`src/hdl/takeoff_init_sequencer_macros.svh`:
```
// Assertion helpers for the takeoff and init sequencer.
// Each macro expects signals named clk and arst_n in the calling scope.
`ifndef TAKEOFF_INIT_SEQUENCER_MACROS_SVH
`define TAKEOFF_INIT_SEQUENCER_MACROS_SVH

// Same-cycle implication, checked out of reset.
`define TIS_ASSERT_IMPL(lbl, ante, cons, msg) \
	lbl: assert property (@(posedge clk) disable iff (!arst_n) (ante) |-> (cons)) \
		else $error(msg);

// Next-cycle implication, checked out of reset.
`define TIS_ASSERT_NEXT(lbl, ante, cons, msg) \
	lbl: assert property (@(posedge clk) disable iff (!arst_n) (ante) |=> (cons)) \
		else $error(msg);

`endif

```
`src/hdl/tis_pkg.sv`:
```
`default_nettype none

package tis_pkg;

	// Sequencer stages.
	typedef enum logic [2:0] {
		ST_IDLE        = 3'd0,
		ST_STARTED     = 3'd1,
		ST_WAIT_FIRST  = 3'd2,
		ST_TOOK_FIRST  = 3'd3,
		ST_WAIT_SECOND = 3'd4,
		ST_DONE        = 3'd5
	} stage_t;

	// Drive choices reported with each result.
	typedef enum logic [1:0] {
		DRV_HOVER   = 2'd0,
		DRV_CLIMB   = 2'd1,
		DRV_DESCEND = 2'd2,
		DRV_CTRL    = 2'd3
	} drive_t;

	// Register map: index is paddr[3:2].
	localparam int unsigned APB_AW = 4;
	typedef enum logic [1:0] {
		REG_INIT_MODE = 2'd0,
		REG_MOVE_TIME = 2'd1,
		REG_WAIT_TIME = 2'd2,
		REG_UNUSED    = 2'd3
	} reg_idx_t;

	// Fixed timing in milliseconds.
	localparam logic [31:0] PLAIN_WAIT_MS  = 32'd5000;
	localparam logic [31:0] CLIMB_WAIT_MS  = 32'd6000;
	localparam logic [31:0] FIRST_WAIT_MS  = 32'd1000;
	localparam logic [31:0] SECOND_WAIT_MS = 32'd2500;

	// Reset values of the configuration registers.
	localparam logic        INIT_MODE_RST = 1'b1;
	localparam logic [15:0] MOVE_TIME_RST = 16'd1000;
	localparam logic [15:0] WAIT_TIME_RST = 16'd1000;

	// Tracker status code for a tracker that is still initializing.
	localparam logic [2:0] TRK_INITIALIZING = 3'd0;
	localparam logic [2:0] TRK_BEST         = 3'd1;
	localparam logic [2:0] TRK_GOOD         = 3'd2;
	localparam logic [2:0] TRK_TOOK_KF      = 3'd3;

	typedef struct packed {
		logic        init_mode;
		logic [15:0] move_time_ms;
		logic [15:0] wait_time_ms;
	} cfg_t;

	typedef struct packed {
		drive_t drive_choice;
		logic   send_takeoff;
		logic   reset_filter;
		logic   take_keyframe;
		logic   reset_tracker;
		logic   latch_target;
		logic   finished;
	} result_t;

endpackage

`default_nettype wire

```
`src/hdl/tis_if.sv`:
```
`default_nettype none

// Input channel: one tick item.
interface tis_in_if;
	logic        valid;
	logic        ready;
	logic [31:0] now_ms;
	logic [2:0]  tracker_status;

	modport source (output valid, now_ms, tracker_status, input ready);
	modport sink (input valid, now_ms, tracker_status, output ready);
endinterface

// Output channel: one result item per tick.
interface tis_out_if;
	logic       valid;
	logic       ready;
	logic [1:0] drive_choice;
	logic       send_takeoff;
	logic       reset_filter;
	logic       take_keyframe;
	logic       reset_tracker;
	logic       latch_target;
	logic       finished;

	modport source (output valid, drive_choice, send_takeoff, reset_filter, take_keyframe,
		reset_tracker, latch_target, finished, input ready);
	modport sink (input valid, drive_choice, send_takeoff, reset_filter, take_keyframe,
		reset_tracker, latch_target, finished, output ready);
endinterface

`default_nettype wire

```
`src/hdl/tis_cfg_regs.sv`:
```
`default_nettype none

module tis_cfg_regs import tis_pkg::*; (
	input  wire logic              clk,
	input  wire logic              arst_n,
	input  wire logic              psel,
	input  wire logic              penable,
	input  wire logic              pwrite,
	input  wire logic [APB_AW-1:0] paddr,
	input  wire logic [31:0]       pwdata,
	output logic [31:0]            prdata,
	output logic                   pready,
	output cfg_t                   cfg
);

	logic        init_mode_q;
	logic [15:0] move_time_q;
	logic [15:0] wait_time_q;
	logic        wr_en;
	reg_idx_t    idx;

	assign idx    = reg_idx_t'(paddr[3:2]);
	assign wr_en  = psel && penable && pwrite;
	assign pready = 1'b1;

	// Register writes in the access phase; unmapped addresses are ignored.
	always_ff @(posedge clk or negedge arst_n) begin
		if (!arst_n) begin
			init_mode_q <= INIT_MODE_RST;
			move_time_q <= MOVE_TIME_RST;
			wait_time_q <= WAIT_TIME_RST;
		end else if (wr_en) begin
			unique case (idx)
				REG_INIT_MODE: init_mode_q <= pwdata[0];
				REG_MOVE_TIME: move_time_q <= pwdata[15:0];
				REG_WAIT_TIME: wait_time_q <= pwdata[15:0];
				default: ;
			endcase
		end
	end

	// Read data mux.
	always_comb begin
		unique case (idx)
			REG_INIT_MODE: prdata = {31'd0, init_mode_q};
			REG_MOVE_TIME: prdata = {16'd0, move_time_q};
			REG_WAIT_TIME: prdata = {16'd0, wait_time_q};
			default:       prdata = 32'd0;
		endcase
	end

	assign cfg = '{init_mode: init_mode_q, move_time_ms: move_time_q,
		wait_time_ms: wait_time_q};

endmodule

`default_nettype wire

```
`src/hdl/tis_step.sv`:
```
`default_nettype none

module tis_step import tis_pkg::*; (
	input  wire logic        clk,
	input  wire logic        arst_n,
	input  wire logic        advance,
	input  wire logic [31:0] now_ms,
	input  wire logic [2:0]  tracker_status,
	input  wire cfg_t        cfg,
	output result_t          res
);

	stage_t      stage_q, stage_d;
	logic [31:0] start_q, start_d;
	logic        go_up_q, go_up_d;

	logic [31:0] el;
	logic [16:0] move_wait;
	logic        good, initializing;
	logic        plain_done, climb_done, first_done, second_to;
	logic        in_move, in_wait;

	// Elapsed time and the compares that drive every decision.
	assign el           = now_ms - start_q;
	assign move_wait    = {1'b0, cfg.move_time_ms} + {1'b0, cfg.wait_time_ms};
	assign good         = (tracker_status == TRK_BEST) || (tracker_status == TRK_GOOD) ||
		(tracker_status == TRK_TOOK_KF);
	assign initializing = (tracker_status == TRK_INITIALIZING);
	assign plain_done   = el >= PLAIN_WAIT_MS;
	assign climb_done   = el > CLIMB_WAIT_MS;
	assign first_done   = el > FIRST_WAIT_MS;
	assign second_to    = el >= SECOND_WAIT_MS;
	assign in_move      = el < {16'd0, cfg.move_time_ms};
	assign in_wait      = el < {15'd0, move_wait};

	// Next state.
	always_comb begin
		stage_d = stage_q;
		start_d = start_q;
		go_up_d = go_up_q;
		if (!cfg.init_mode) begin
			unique case (stage_q)
				ST_STARTED, ST_WAIT_FIRST, ST_TOOK_FIRST, ST_DONE: ;
				ST_WAIT_SECOND: begin
					if (plain_done) begin
						stage_d = ST_DONE;
					end
				end
				default: begin
					stage_d = ST_WAIT_SECOND;
					start_d = now_ms;
				end
			endcase
		end else begin
			unique case (stage_q)
				ST_STARTED: begin
					if (climb_done) begin
						stage_d = ST_WAIT_FIRST;
						start_d = now_ms;
					end
				end
				ST_WAIT_FIRST: begin
					if (first_done) begin
						stage_d = ST_TOOK_FIRST;
						start_d = now_ms;
					end
				end
				ST_TOOK_FIRST: begin
					if (!in_move && !in_wait) begin
						start_d = now_ms;
						if (initializing) begin
							stage_d = ST_WAIT_SECOND;
						end else begin
							stage_d = ST_WAIT_FIRST;
							go_up_d = !go_up_q;
						end
					end
				end
				ST_WAIT_SECOND: begin
					if (good) begin
						stage_d = ST_DONE;
					end else if (second_to) begin
						stage_d = ST_WAIT_FIRST;
						start_d = now_ms;
						go_up_d = !go_up_q;
					end
				end
				ST_DONE: ;
				default: begin
					stage_d = ST_STARTED;
					start_d = now_ms;
					go_up_d = 1'b1;
				end
			endcase
		end
	end

	// Result of this tick.
	always_comb begin
		res = '{drive_choice: DRV_HOVER, default: 1'b0};
		if (!cfg.init_mode) begin
			unique case (stage_q)
				ST_STARTED, ST_WAIT_FIRST, ST_TOOK_FIRST: ;
				ST_WAIT_SECOND: begin
					if (plain_done) begin
						res.latch_target = 1'b1;
						res.drive_choice = DRV_CTRL;
					end
				end
				ST_DONE: res.drive_choice = DRV_CTRL;
				default: res.send_takeoff = 1'b1;
			endcase
		end else begin
			unique case (stage_q)
				ST_STARTED: ;
				ST_WAIT_FIRST: res.take_keyframe = first_done;
				ST_TOOK_FIRST: begin
					if (in_move) begin
						res.drive_choice = go_up_q ? DRV_CLIMB : DRV_DESCEND;
					end else if (!in_wait) begin
						res.take_keyframe = initializing;
						res.reset_tracker = !initializing;
					end
				end
				ST_WAIT_SECOND: begin
					if (good) begin
						res.latch_target = 1'b1;
						res.drive_choice = DRV_CTRL;
					end else begin
						res.reset_tracker = second_to;
					end
				end
				ST_DONE: res.drive_choice = DRV_CTRL;
				default: begin
					res.send_takeoff = 1'b1;
					res.reset_filter = 1'b1;
				end
			endcase
		end
		res.finished = (stage_d == ST_DONE);
	end

	// Sequencer state advances once per tick.
	always_ff @(posedge clk or negedge arst_n) begin
		if (!arst_n) begin
			stage_q <= ST_IDLE;
			start_q <= 32'd0;
			go_up_q <= 1'b0;
		end else if (advance) begin
			stage_q <= stage_d;
			start_q <= start_d;
			go_up_q <= go_up_d;
		end
	end

endmodule

`default_nettype wire

```
`src/hdl/takeoff_init_sequencer.sv`:
```
// Takeoff and map initialization sequencer.
// The sample channel carries one tick item: a millisecond timestamp and a
// tracker status code. For every tick the result channel carries exactly one
// item: a drive choice, one-shot command pulses and the finished flag.
// Both channels use a valid/ready handshake; an item moves on a clock edge
// where valid and ready are both high.
// A tick accepted into the input register passes the stage logic and is shown
// from the result register. Throughput is one item per cycle while the receiver
// does not stall; the bound is the single stage update that each tick performs.
// When the receiver stalls, the result stays held and one more item is taken
// into the input register; after that sample.ready drops until the stall ends.
// Mode and timing registers sit on an APB port and should be written while no
// tick is in flight. Reset (arst_n low) returns the sequencer to its idle stage
// with init mode on and 1000 ms move and wait times, and empties both registers.
`default_nettype none
`include "takeoff_init_sequencer_macros.svh"

module takeoff_init_sequencer import tis_pkg::*; (
	input  wire logic              clk,
	input  wire logic              arst_n,
	tis_in_if.sink                 sample,
	tis_out_if.source              result,
	input  wire logic              psel,
	input  wire logic              penable,
	input  wire logic              pwrite,
	input  wire logic [APB_AW-1:0] paddr,
	input  wire logic [31:0]       pwdata,
	output logic [31:0]            prdata,
	output logic                   pready
);

	cfg_t        cfg;
	result_t     res_d;
	result_t     res_s2;
	logic        valid_s1;
	logic        valid_s2;
	logic [31:0] now_s1;
	logic [2:0]  status_s1;
	logic        advance;

	tis_cfg_regs u_cfg (
		.clk     (clk),
		.arst_n  (arst_n),
		.psel    (psel),
		.penable (penable),
		.pwrite  (pwrite),
		.paddr   (paddr),
		.pwdata  (pwdata),
		.prdata  (prdata),
		.pready  (pready),
		.cfg     (cfg)
	);

	// The held tick moves on when the result register is free or being read.
	assign advance      = valid_s1 && (!valid_s2 || result.ready);
	assign sample.ready = !valid_s1 || advance;

	// Input register.
	always_ff @(posedge clk or negedge arst_n) begin
		if (!arst_n) begin
			valid_s1 <= 1'b0;
		end else if (sample.ready) begin
			valid_s1 <= sample.valid;
		end
	end

	always_ff @(posedge clk) begin
		if (sample.valid && sample.ready) begin
			now_s1    <= sample.now_ms;
			status_s1 <= sample.tracker_status;
		end
	end

	tis_step u_step (
		.clk            (clk),
		.arst_n         (arst_n),
		.advance        (advance),
		.now_ms         (now_s1),
		.tracker_status (status_s1),
		.cfg            (cfg),
		.res            (res_d)
	);

	// Result register.
	always_ff @(posedge clk or negedge arst_n) begin
		if (!arst_n) begin
			valid_s2 <= 1'b0;
		end else if (!valid_s2 || result.ready) begin
			valid_s2 <= valid_s1;
		end
	end

	always_ff @(posedge clk) begin
		if (advance) begin
			res_s2 <= res_d;
		end
	end

	assign result.valid         = valid_s2;
	assign result.drive_choice  = res_s2.drive_choice;
	assign result.send_takeoff  = res_s2.send_takeoff;
	assign result.reset_filter  = res_s2.reset_filter;
	assign result.take_keyframe = res_s2.take_keyframe;
	assign result.reset_tracker = res_s2.reset_tracker;
	assign result.latch_target  = res_s2.latch_target;
	assign result.finished      = res_s2.finished;

	// A finished sequence always hands over to the position controller.
	`TIS_ASSERT_IMPL(a_done_ctrl, valid_s2 && res_s2.finished, res_s2.drive_choice == DRV_CTRL, "finished without controller drive")

	// A key frame, a tracker reset and a target latch never come on the same tick.
	`TIS_ASSERT_IMPL(a_pulse_excl, valid_s2, $onehot0({res_s2.take_keyframe, res_s2.reset_tracker, res_s2.latch_target}), "conflicting command pulses")

	// A stalled tick stays in the input register.
	`TIS_ASSERT_NEXT(a_s1_hold, valid_s1 && !advance, valid_s1, "held tick lost during stall")

	// A tick that moves on always lands in the result register.
	`TIS_ASSERT_NEXT(a_s2_fill, advance, valid_s2, "tick dropped between registers")

endmodule

`default_nettype wire

```
`src/flat_wrapper.sv`:
```
// flat-port wrapper written by rule: the top's interface ports become plain ports
module takeoff_init_sequencer_flat import tis_pkg::*;
  (clk, arst_n, psel, penable, pwrite, paddr, pwdata, prdata, pready, sample_valid, sample_now_ms, sample_tracker_status, sample_ready, result_valid, result_drive_choice, result_send_takeoff, result_reset_filter, result_take_keyframe, result_reset_tracker, result_latch_target, result_finished, result_ready);
  tis_in_if sample_i ();
  tis_out_if result_i ();
  input  wire logic clk;
  input  wire logic arst_n;
  input  wire logic psel;
  input  wire logic penable;
  input  wire logic pwrite;
  input  wire logic [APB_AW-1:0] paddr;
  input  wire logic [31:0] pwdata;
  output logic [31:0] prdata;
  output logic pready;
  input wire logic [$bits(sample_i.valid)-1:0] sample_valid;
  input wire logic [$bits(sample_i.now_ms)-1:0] sample_now_ms;
  input wire logic [$bits(sample_i.tracker_status)-1:0] sample_tracker_status;
  output wire logic [$bits(sample_i.ready)-1:0] sample_ready;
  output wire logic [$bits(result_i.valid)-1:0] result_valid;
  output wire logic [$bits(result_i.drive_choice)-1:0] result_drive_choice;
  output wire logic [$bits(result_i.send_takeoff)-1:0] result_send_takeoff;
  output wire logic [$bits(result_i.reset_filter)-1:0] result_reset_filter;
  output wire logic [$bits(result_i.take_keyframe)-1:0] result_take_keyframe;
  output wire logic [$bits(result_i.reset_tracker)-1:0] result_reset_tracker;
  output wire logic [$bits(result_i.latch_target)-1:0] result_latch_target;
  output wire logic [$bits(result_i.finished)-1:0] result_finished;
  input wire logic [$bits(result_i.ready)-1:0] result_ready;
  assign sample_i.valid = sample_valid;
  assign sample_i.now_ms = sample_now_ms;
  assign sample_i.tracker_status = sample_tracker_status;
  assign sample_ready = sample_i.ready;
  assign result_valid = result_i.valid;
  assign result_drive_choice = result_i.drive_choice;
  assign result_send_takeoff = result_i.send_takeoff;
  assign result_reset_filter = result_i.reset_filter;
  assign result_take_keyframe = result_i.take_keyframe;
  assign result_reset_tracker = result_i.reset_tracker;
  assign result_latch_target = result_i.latch_target;
  assign result_finished = result_i.finished;
  assign result_i.ready = result_ready;
  takeoff_init_sequencer u_core (.clk(clk), .arst_n(arst_n), .sample(sample_i), .result(result_i), .psel(psel), .penable(penable), .pwrite(pwrite), .paddr(paddr), .pwdata(pwdata), .prdata(prdata), .pready(pready));
endmodule
```
`config.mk`:
```
export PLATFORM = sky130hd
export DESIGN_NAME = takeoff_init_sequencer_flat
export DESIGN_NICKNAME = d
export VERILOG_FILES = /design/src/hdl/tis_pkg.sv /design/src/hdl/tis_if.sv /design/src/hdl/tis_cfg_regs.sv /design/src/hdl/tis_step.sv /design/src/hdl/takeoff_init_sequencer.sv /design/src/flat_wrapper.sv
export VERILOG_INCLUDE_DIRS = /design/src /design/src/hdl
export SDC_FILE = /design/constraint.sdc
export NUM_CORES = 1
export LEC_CHECK = 0
export ABC_AREA = 1
export BUFFER_PORTS_ARGS = -buffer_cell sky130_fd_sc_hd__buf_2
export CELL_PAD_IN_SITES_DETAIL_PLACEMENT = 2
export CELL_PAD_IN_SITES_GLOBAL_PLACEMENT = 2
export CORE_AREA = 4 4 168 170
export CTS_CLUSTER_SIZE = 28
export DETAILED_ROUTE_END_ITERATION = 12
export DIE_AREA = 0 0 172 174
export PLACE_DENSITY = 0.95
export SLEW_MARGIN = 25
export SYNTH_ARGS = -nofsm -noshare
export SYNTH_HDL_FRONTEND = slang
export SYNTH_SLANG_ARGS = --single-unit
```
`constraint.sdc`:
```
create_clock -name clk -period 9.4 [get_ports clk]
set_clock_uncertainty 0.15 [all_clocks]
set_input_delay 0.47 -clock clk [delete_from_list [all_inputs] [get_ports clk]]
set_output_delay 0.47 -clock clk [all_outputs]
set_load 0.05 [all_outputs]
```
==> impl_metrics.toml <==
[route]
dr.pass1.iters = 4
drt-vias-per-instance = 5.29
via_count = 9575
initialDrtViolationCount = 468
postRouteWirelength_um = 38500
post_drt_wl_per_cell_um = 21.3
detail_route.drc_violations = 0
number_of_routed_nets_with_antenna_violations = 0

[sta]
worst-slew-pin-transition_ps = 836
post_layout_min_period_ps = 5780
timing.final.crit_share = 0.615
fmax_mhz = 173
setup_viol = 0
maxSlewHeadroom = 0.441
hold_viol = 0
tns_ps = 0
slew_viol_final = 0
rsz0062_at_grt = "no"

[cells_and_area]
sequential_cell_area_mm2 = 0.00308
area_growth_pct = 13.9
final.fill_count = 3246
finalNetCount = 1612
utilization = 0.394
post_route_cells_drive_above_1_share = 0.103
multi_input_comb_area_mm2 = 0.00507
antenna_cells = 0

[logic_synthesis]
yosysTopAreaCellShare = 0.189
synth_largest_area_cell = "nand2_1"
synth-edff-count = 43
synth-main-ff-cell = "dfrtp_1"
synthDistinctLibCells = 45
synthesis.area_mm2 = 0.00924
post_synth.cell_area_avg_um2 = 6.76
synth-seq-cells = 114
netlist_instances = 1368
commonest_cells_post_synth = "nand2_1 (465), inv_1 (245), nand3_1 (106)"
ys_warn_count = 0
synth.top_cells.by_area = "nand2_1 (19%), dfrtp_1 (16%), edfxtp_1 (14%)"
synth_seq_area_share = 0.334
synthArstFlopShare = 0.623
post-synth-top-count-cell = "nand2_1"

[power]
sw_frac_of_total = 0.552
post-layout-total-power_w = 0.00407
internal_power_w = 0.00182
total_leakage_power_nw = 5.70
net-switching-power_w = 0.00225
power_frac_comb = 0.655
seq_pwr_share = 0.188
power_frac_clock = 0.157
ir_worst_vdd_v = 0.000147
power_density_mw_per_mm2 = 387

[grt]
maximum_number_of_pins_on_one_net_before_global_route_repair = 72
groute.usage.overall = 0.261
grt_antenna_before_repair = 0
grt_overflow = 0
grt_first_pass_wirelength_um = 61100
first_global_vias = 11100

[clocking]
post-cts-setup-buffer-count = 0
tritoncts_clock_tree = "yes"
cts.root.buffer_cell = "clkbuf_16"
clockBufferDepth = 2
cts_htree_levels = 4
cts_made_buffers = 17
path_clk_slew_ps = 70
clock_insertion_delay_worst_skew_ps = 440
numClockSinks = 114

[die]
design.die.area_mm2 = 0.0299
die-width_um = 172
design.core.area_mm2 = 0.0267
num_rows = 60
initial_core_util = 0.346
die-height_um = 174
ios = 121

[place]
portBuffers = 85
place.gp.congestion = 0.870
dp_hpwl_um = 28800

[setup_path]
worstPathArrival_ps = 5910
crit_path_max_fanout = 33
setup.reg_to_reg.worst_slack_ps = 3620
endpoint_kind = "register"
worstRegToRegCells = 28
startpoint_type = "register"
worst-setup-path-type = "register to register"
crit_slowest_cell = "dfstp_2"
launch_instance_of_the_worst_register_to_register_path = "u_core.u_cfg.wait_time_q[6]"
worst_path_most_repeated_cell = "nand2_1"
worst_path_max_stage_delay_ps = 540
crit-reg2reg-capture = "u_core.u_step.start_q[17]"
worstPathRequired_ps = 9530

[worst_hold_path]
hold_path.startpoint = "sample_now_ms[21]"
worstHoldPathType = "input pin to register"
worstHoldPathCells = 1
hold-path-endpoint = "u_core.now_s1[21]"

[status]
run_status = "finished clean"

[job]
cap_violations = 0
## cells in the final DEF, fill, tap and decap left out, types with 3 or more instances in the layout
cell type and count:
and2_1 7, buf_2 84, o22ai_1 15, dfstp_2 13, o31ai_1 3, nand2_1 465
nand2_2 3, nand3_1 106, inv_1 245, nor2_1 102, clkbuf_16 19, a31oi_1 5
a21oi_1 49, nor2_4 5, o21ai_0 47, clkbuf_1 3, ha_1 77, edfxtp_1 43
nand4_1 22, xnor2_1 6, xor2_1 12, clkinv_2 6, nor2_2 4, o21bai_1 4
buf_4 3, dfrtp_1 58, a21o_1 3, conb_1 17, nor3_1 12
## critical path, delay by kind of cell (launching register included)
family / cells / cell delay (ps)
AND/OR/NAND/NOR: 18 / 2530
AO/OA/AOI/OAI: 6 / 1200
adder cells (fa/ha/maj): 2 / 600
flip-flops: 1 / 540
buffers and inverters: 1 / 380
XOR/XNOR: 1 / 170
## worst max path at each step
stage	start	end	slack [ps]	depth (start not counted)
after global placement	u_core.u_cfg.wait_time_q[6]	u_core.u_step.start_q[25]	4410	27
after floorplan	u_core.u_cfg.wait_time_q[3]	u_core.u_step.start_q[31]	5580	27
final	u_core.u_cfg.wait_time_q[6]	u_core.u_step.start_q[17]	3620	28
after global routing	u_core.u_cfg.wait_time_q[6]	u_core.u_step.start_q[17]	3160	28
after detailed placement	u_core.u_cfg.wait_time_q[6]	u_core.u_step.start_q[17]	3850	28
after CTS	u_core.u_cfg.wait_time_q[6]	u_core.u_step.start_q[17]	3700	28
## per-stage QoR
step | instance area [µm²] | setup WS, ps | instances | hold WS (ps)
CTS | 10500 | 3700 | 1808 | 36.2
global placement | 9950 | 4410 | 1776 | 303
global route | 10500 | 3160 | 1809 | 45.8
detailed placement | 9960 | 3850 | 1776 | 315
floorplan | 9300 | 5580 | 1383 | 24.4
finish | 10500 | 3620 | 1809 | 49.7
## what timing repair did
item                                   4_1_cts  5_1_grt
hold buffers                                 0        1
endpoints found under the hold margin        0        3
gates resized for setup                      0        0
## sequential cells by signal, indices dropped and copies added, names as in the netlist, 2 cells and up
signal,count
u_core.now_s1,32
u_core.u_step.start_q,32
u_core.u_cfg.move_time_q,16
u_core.u_cfg.wait_time_q,16
u_core.status_s1,3
u_core.u_step.stage_q,3
u_core.result.drive_choice,2
## cells by family after synthesis
kind of cell,count (synthesis),synth area share
other,2,0.000813
XOR/XNOR,18,0.0171
AO/OA/AOI/OAI,139,0.0856
adder cells (fa/ha/maj),79,0.109
buffers and inverters,283,0.125
AND/OR/NAND/NOR,733,0.329
flip-flops,114,0.334
## power by group through the flow
stage / Sequential, W / Combinational [W] / Clock (W)
after floorplan: 0.000768 / 0.00169 / 0
after global placement: 0.000749 / 0.00225 / 0
after detailed placement: 0.000767 / 0.00254 / 0
after global routing: 0.000780 / 0.00295 / 0.000668
final: 0.000763 / 0.00267 / 0.000639
after CTS: 0.000762 / 0.00265 / 0.000651
## per-layer routing
layer  global-route usage  share of wire  vias to the layer above
met1                0.297           0.41                     4784
met5                    0              0                        -
met4                0.121          0.046                        0
met3               0.0391          0.030                      103
met2                0.472           0.52                      205
li1                     -              -                     4483
## final cells by class
class,instances,area share
Multi-Input combinational cell,986,0.482
Sequential cell,114,0.293
Inverter,247,0.0881
Clock buffer,23,0.0475
Timing Repair Buffer,89,0.0441
Tap cell,341,0.0405
Clock inverter,9,0.00475
Power figures use the tool's default switching activity.
